File: src/rtl/park_transform_dq_macros.svh
// Assertion macros used by the top level of the park transform RTL.
`ifndef PARK_TRANSFORM_DQ_MACROS_SVH
`define PARK_TRANSFORM_DQ_MACROS_SVH
`ifndef SYNTHESIS
// A condition that holds at every clock edge out of reset.
`define PTDQ_ASSERT_ALWAYS(lbl, cond, msg) \
  lbl: assert property (@(posedge clk) disable iff (rst) (cond)) else $error(msg);
// A condition that implies another in the next cycle.
`define PTDQ_ASSERT_NEXT(lbl, ante, cons, msg) \
  lbl: assert property (@(posedge clk) disable iff (rst) (ante) |=> (cons)) else $error(msg);
`else
`define PTDQ_ASSERT_ALWAYS(lbl, cond, msg)
`define PTDQ_ASSERT_NEXT(lbl, ante, cons, msg)
`endif
`endif

File: src/rtl/ptdq_mul.sv
`timescale 1ns / 1ps
`default_nettype none
// ----------------------------------------------------------------------------
// ptdq_mul
// Signed amplitude times a trig value, rounded to Q1.15 and saturated.
// ----------------------------------------------------------------------------
module ptdq_mul #(
  parameter int unsigned SAMPLE_BITS = 16
) (
  input  wire signed [SAMPLE_BITS-1:0] amp,
  input  wire        [63:0]            tmag,
  input  wire                          tneg,
  output logic signed [SAMPLE_BITS-1:0] prod
);

  localparam int unsigned PW = SAMPLE_BITS + 64;
  localparam logic signed [SAMPLE_BITS+1:0] SatMax = (SAMPLE_BITS + 2)'((1 << (SAMPLE_BITS - 1)) - 1);
  localparam logic signed [SAMPLE_BITS+1:0] SatMin = -(SAMPLE_BITS + 2)'(1 << (SAMPLE_BITS - 1));

  logic [SAMPLE_BITS-1:0]          mag;
  logic [PW-1:0]                   p;
  logic [SAMPLE_BITS+1:0]          rmag;
  logic                            neg;
  logic signed [SAMPLE_BITS+1:0]   v;

  // Round the magnitude half up at bit 62, then apply the sign and clamp.
  always_comb begin
    mag  = amp[SAMPLE_BITS-1] ? SAMPLE_BITS'(-amp) : SAMPLE_BITS'(amp);
    p    = PW'(mag) * PW'(tmag) + (PW'(1) << 61);
    rmag = (SAMPLE_BITS + 2)'(p >> 62);
    neg  = amp[SAMPLE_BITS-1] ^ tneg;
    v    = neg ? -$signed(rmag) : $signed(rmag);
    if (v > SatMax) begin
      v = SatMax;
    end else if (v < SatMin) begin
      v = SatMin;
    end
    prod = SAMPLE_BITS'(v);
  end

endmodule
`default_nettype wire

File: config.mk
export PLATFORM = sky130hd
export DESIGN_NAME = ptdq_mul
export DESIGN_NICKNAME = d
export VERILOG_FILES = /design/src/rtl/park_transform_dq_macros.svh /design/src/rtl/ptdq_mul.sv
export SDC_FILE = /design/constraint.sdc
export NUM_CORES = 2
export LEC_CHECK = 0
export BUFFER_PORTS_ARGS = -buffer_cell sky130_fd_sc_hd__buf_2
export CAP_MARGIN = 10
export CORE_UTILIZATION = 40
export DETAILED_ROUTE_END_ITERATION = 10
export PLACE_DENSITY_LB_ADDON = 0.2
export SLEW_MARGIN = 20
export SYNTH_ARGS = -nofsm -noshare
export SYNTH_HDL_FRONTEND = slang
export SYNTH_SLANG_ARGS = --single-unit
File: constraint.sdc
create_clock -name vclk -period 14.55
set_input_delay 1.455 -clock vclk [all_inputs]
set_output_delay 1.455 -clock vclk [all_outputs]
set_load 0.01 [all_outputs]
Word level (Yosys, flattened, before mapping) --
Cells that the tools add are included.
Storage, ports and cells: flip-flop bits (word level) 0, logic and storage cells 11
Operators by class: add/subtract/negate cells 3, multiplexer cells 4, order comparisons 2, $mul 1, bitwise operators 1
Operators with widths (count):
- $add A80 B62 Y80 const B | 1
- $mul A16 B64 Y80 | 1
- $mux W16 | 3
- $gt A18 B16 Y1 const B | 1
- $lt A18 B16 Y1 const B | 1
- $mux W18 | 1
- $neg A18 Y18 | 1
- $neg A16 Y16 | 1
- $xor A1 B1 Y1 | 1

Longest topological paths before layout --
depth in word-level cells 9, mapped depth 37, mapped depth without buffers 34

Worst setup path after synthesis --
OpenSTA, ideal clock, no wires.
path kind input port to output port, start point input amp[2], end point output prod[13], path buffers 2, required time 13095 ps, cell stages on the path 32, data arrival time 10105 ps, path slack 2990 ps, path through or3_1 or2_2 nor3_1 nand3_1 nor4b_1 clkbuf_1 and2_1 fa_1 fa_1 fa_1 fa_1 fa_1 inv_1 fa_1 inv_1 ha_1 nand4_1 nor3_1 a221o_1 or2_1 a221o_1 o21bai_1 xor2_1 inv_1 ha_1 inv_1 or4b_4 o21ai_2 xnor2_2 a21oi_2 buf_6 nor3_2
Between the ends: word-level cells in the longest chain between the ends 9, elaborated cells between the ends (all ways) 10
Ends and longest elaborated chain:
- start: declaration | line ptdq_mul.sv:10 | input wire signed [SAMPLE_BITS-1:0] amp,
- $neg A16 Y16 | line ptdq_mul.sv:28 | mag = amp[SAMPLE_BITS-1] ? SAMPLE_BITS'(-amp) : SAMPLE_BITS'(amp);
- $mux W16 (*) | line ptdq_mul.sv:28
- $mul A16 B64 Y80 (*) | line ptdq_mul.sv:29 | p = PW'(mag) * PW'(tmag) + (PW'(1) << 61);
- $add A80 B62 Y80 (*) | line ptdq_mul.sv:29
- $neg A18 Y18 | line ptdq_mul.sv:32 | v = neg ? -$signed(rmag) : $signed(rmag);
- $mux W18 (*) | line ptdq_mul.sv:32
- $lt A18 B16 Y1 | line ptdq_mul.sv:35 | end else if (v < SatMin) begin
- $mux W16 | line ptdq_mul.sv:35
- $mux W16 (*) | line ptdq_mul.sv:33 | if (v > SatMax) begin
- end: declaration | line ptdq_mul.sv:13 | output logic signed [SAMPLE_BITS-1:0] prod
Every way passes the cells marked *; elsewhere a longest branch is shown, timed or not.

Worst setup path in the final report --
start point input amp[2], end point output prod[11]
Same word-level chain as after synthesis.

==> metrics.md <==
| Metric | Value |
|---|---|
| Drt wl/cell | approximately 18 µm |
| Fin. max-slew vios | 0 |
| Grt total ovfl | 0 |
| Routed Antenna Nets | 0 |
| Commonest non-fill, non-tap cell in the layout | inv_1 |
| Fmax | between 70 and 80 MHz |
| Syn Nets | approximately 5300 |
| First-pass GRT wire length | between 150000 and 200000 µm |
| Post-DP HPWL | 73570 µm |
| Netlist Area Pre-Place | about 34000 µm² |
| Crit-path most repeated cell | fa_1 |
| Core Area | approximately 84000 µm² |
| WS Path Type | input port to primary output |
| Via count | 26280 |
| Worst-margin pin slew | 966.7 ps |
| Die span in x | around 290 µm |
| All-Layer GR Usage | 0.2325 |
| DR pass1 iterations | 6 |
| Final setup fails | 0 |
| Post-CTS setup buffer count | 0 |
| Maximum capacitance violations | 0 |
| Crit. End Element | primary output |
| Register Area | 0 µm² |
| Synth Instances | roughly 4100 |
| HP Class | input port to primary output |
| Yosys cell types | 77 |
| Crit path launch type | input port |
| Crit-path max FO | 64 |
| RSZ-0062 raised after global routing | no |
| Critical path data required time | about 13000 ps |
| Post_cts resized | 0 |
| Crit share post-route | 0.9211 |
| Cts hold-fix bufs | 0 |
| Initial Util | 0.4041 |
| Initial DRC count | approximately 1400 |
| Gp weighted congestion | 0.9143 |
| Yosys Warn Count | 0 |
| Status | finished, final reports clean |
| Setup tns final | 0 ps |
| Num sequential | 0 |
| Crit-path slowest cell | a21oi_2 |
| Minimum clock period | 13400 ps |
| Layout area overhead | 4.650% |
| Final Hold Viols | 0 |
| Net count, final | 5228 |
| Register area share after synthesis | 0 |
| Chip Height | between 200 and 300 µm |
| Die area | 85590 µm² |
| Final WL | about 95000 µm |
| Fraction of layout cells with a size suffix above 1 | 0.04178 |
| Port bufs | a little under 100 |
| Max-slew headroom | 0.3509 |
| Num rows | around 110 |
| Fillers | 8611 |
| Commonest non-fill, non-tap cells in the layout | 1162 x inv_1, 865 x fa_1, 831 x nand2_1 |
| DRC violations left | 0 |
| Avg Cell Area, Syn | 8.165 µm² |
| Vias per std cell | just over 5 |
| Initial antenna violation count | 3 |
| # clk buffers | 0 |
| Number of global-route vias before repair | roughly 29000 |
| Largest net degree at the start of global routing | 65 |
| CP peak stage delay | approximately 700 ps |
| Crit path DAT | roughly 12000 ps |
| IO Pins | 97 |
cells in the mapped netlist, types with 28 or more instances:
| library cell | count | area share |
|---|---|---|
| fa_1 | 865 | 0.51 |
| nand2_1 | 831 | 0.092 |
| inv_1 | 1162 | 0.13 |
| nor2_1 | 61 | 0.0068 |
| a21oi_1 | 103 | 0.015 |
| nor3_1 | 28 | 0.0041 |
| and2_1 | 291 | 0.054 |
| o21ai_0 | 68 | 0.010 |
| ha_1 | 211 | 0.078 |
| xnor2_1 | 30 | 0.0078 |
| nand4_1 | 43 | 0.0080 |
| clkbuf_1 | 173 | 0.019 |
through the flow:
stage / util / setup WS [ps] / instances / hold WS [ps] / instance area (µm²)
CTS: 0.4229 / 1188 / 5149 / 3798 / 35330
floorplan: - / 2990 / 4136 / 3310 / 33770
detailed placement: 0.4229 / 1244 / 5149 / 3791 / 35330
global placement: 0.4229 / 1419 / 5149 / 3782 / 35330
global route: 0.4229 / 618.2 / 5151 / 3869 / 35340
finish: 0.4229 / 1148 / 5151 / 3770 / 35340
routing by layer:
metal  up-vias  GRT usage  share of wire
li1      11840          -              -
met1     13760     0.3056           0.43
met2       557     0.4228           0.52
met3       133    0.01275          0.031
met4         0    0.04623          0.020
met5         -          0              0
critical path, delay by kind of cell:
family	cells	cell delay, ps
AO/OA/AOI/OAI	6	2030
AND/OR/NAND/NOR	11	3310
buffers and inverters	6	810
XOR/XNOR	3	830
adder cells (fa/ha/maj)	7	3390
final timing paths:
check  slack [ps]  cells past startpoint   start       end
max          1150                     33  amp[2]  prod[11]
min          3770                      6    tneg   prod[2]
area by class of cell:
cell class	count	area, µm²	area share
multi-input combinational	2789	28790	0.8148
inverter	1163	4365	0.1235
antenna	2	5.005	0.0001416
timing repair buffer	117	823.3	0.02330
tap	1080	1351	0.03824
logic make-up after synthesis:
family                   count (synthesis)  share of synthesized area
buffers and inverters                 1347                     0.1507
AND/OR/NAND/NOR                       1341                     0.1836
adder cells (fa/ha/maj)               1076                     0.5910
AO/OA/AOI/OAI                          322                    0.06143
XOR/XNOR                                49                    0.01293
multiplexers                             1                  0.0002964
Power is left out: the tool's default activity adds up to more than one toggle a clock period on the data nets, which glitch-free logic cannot reach.
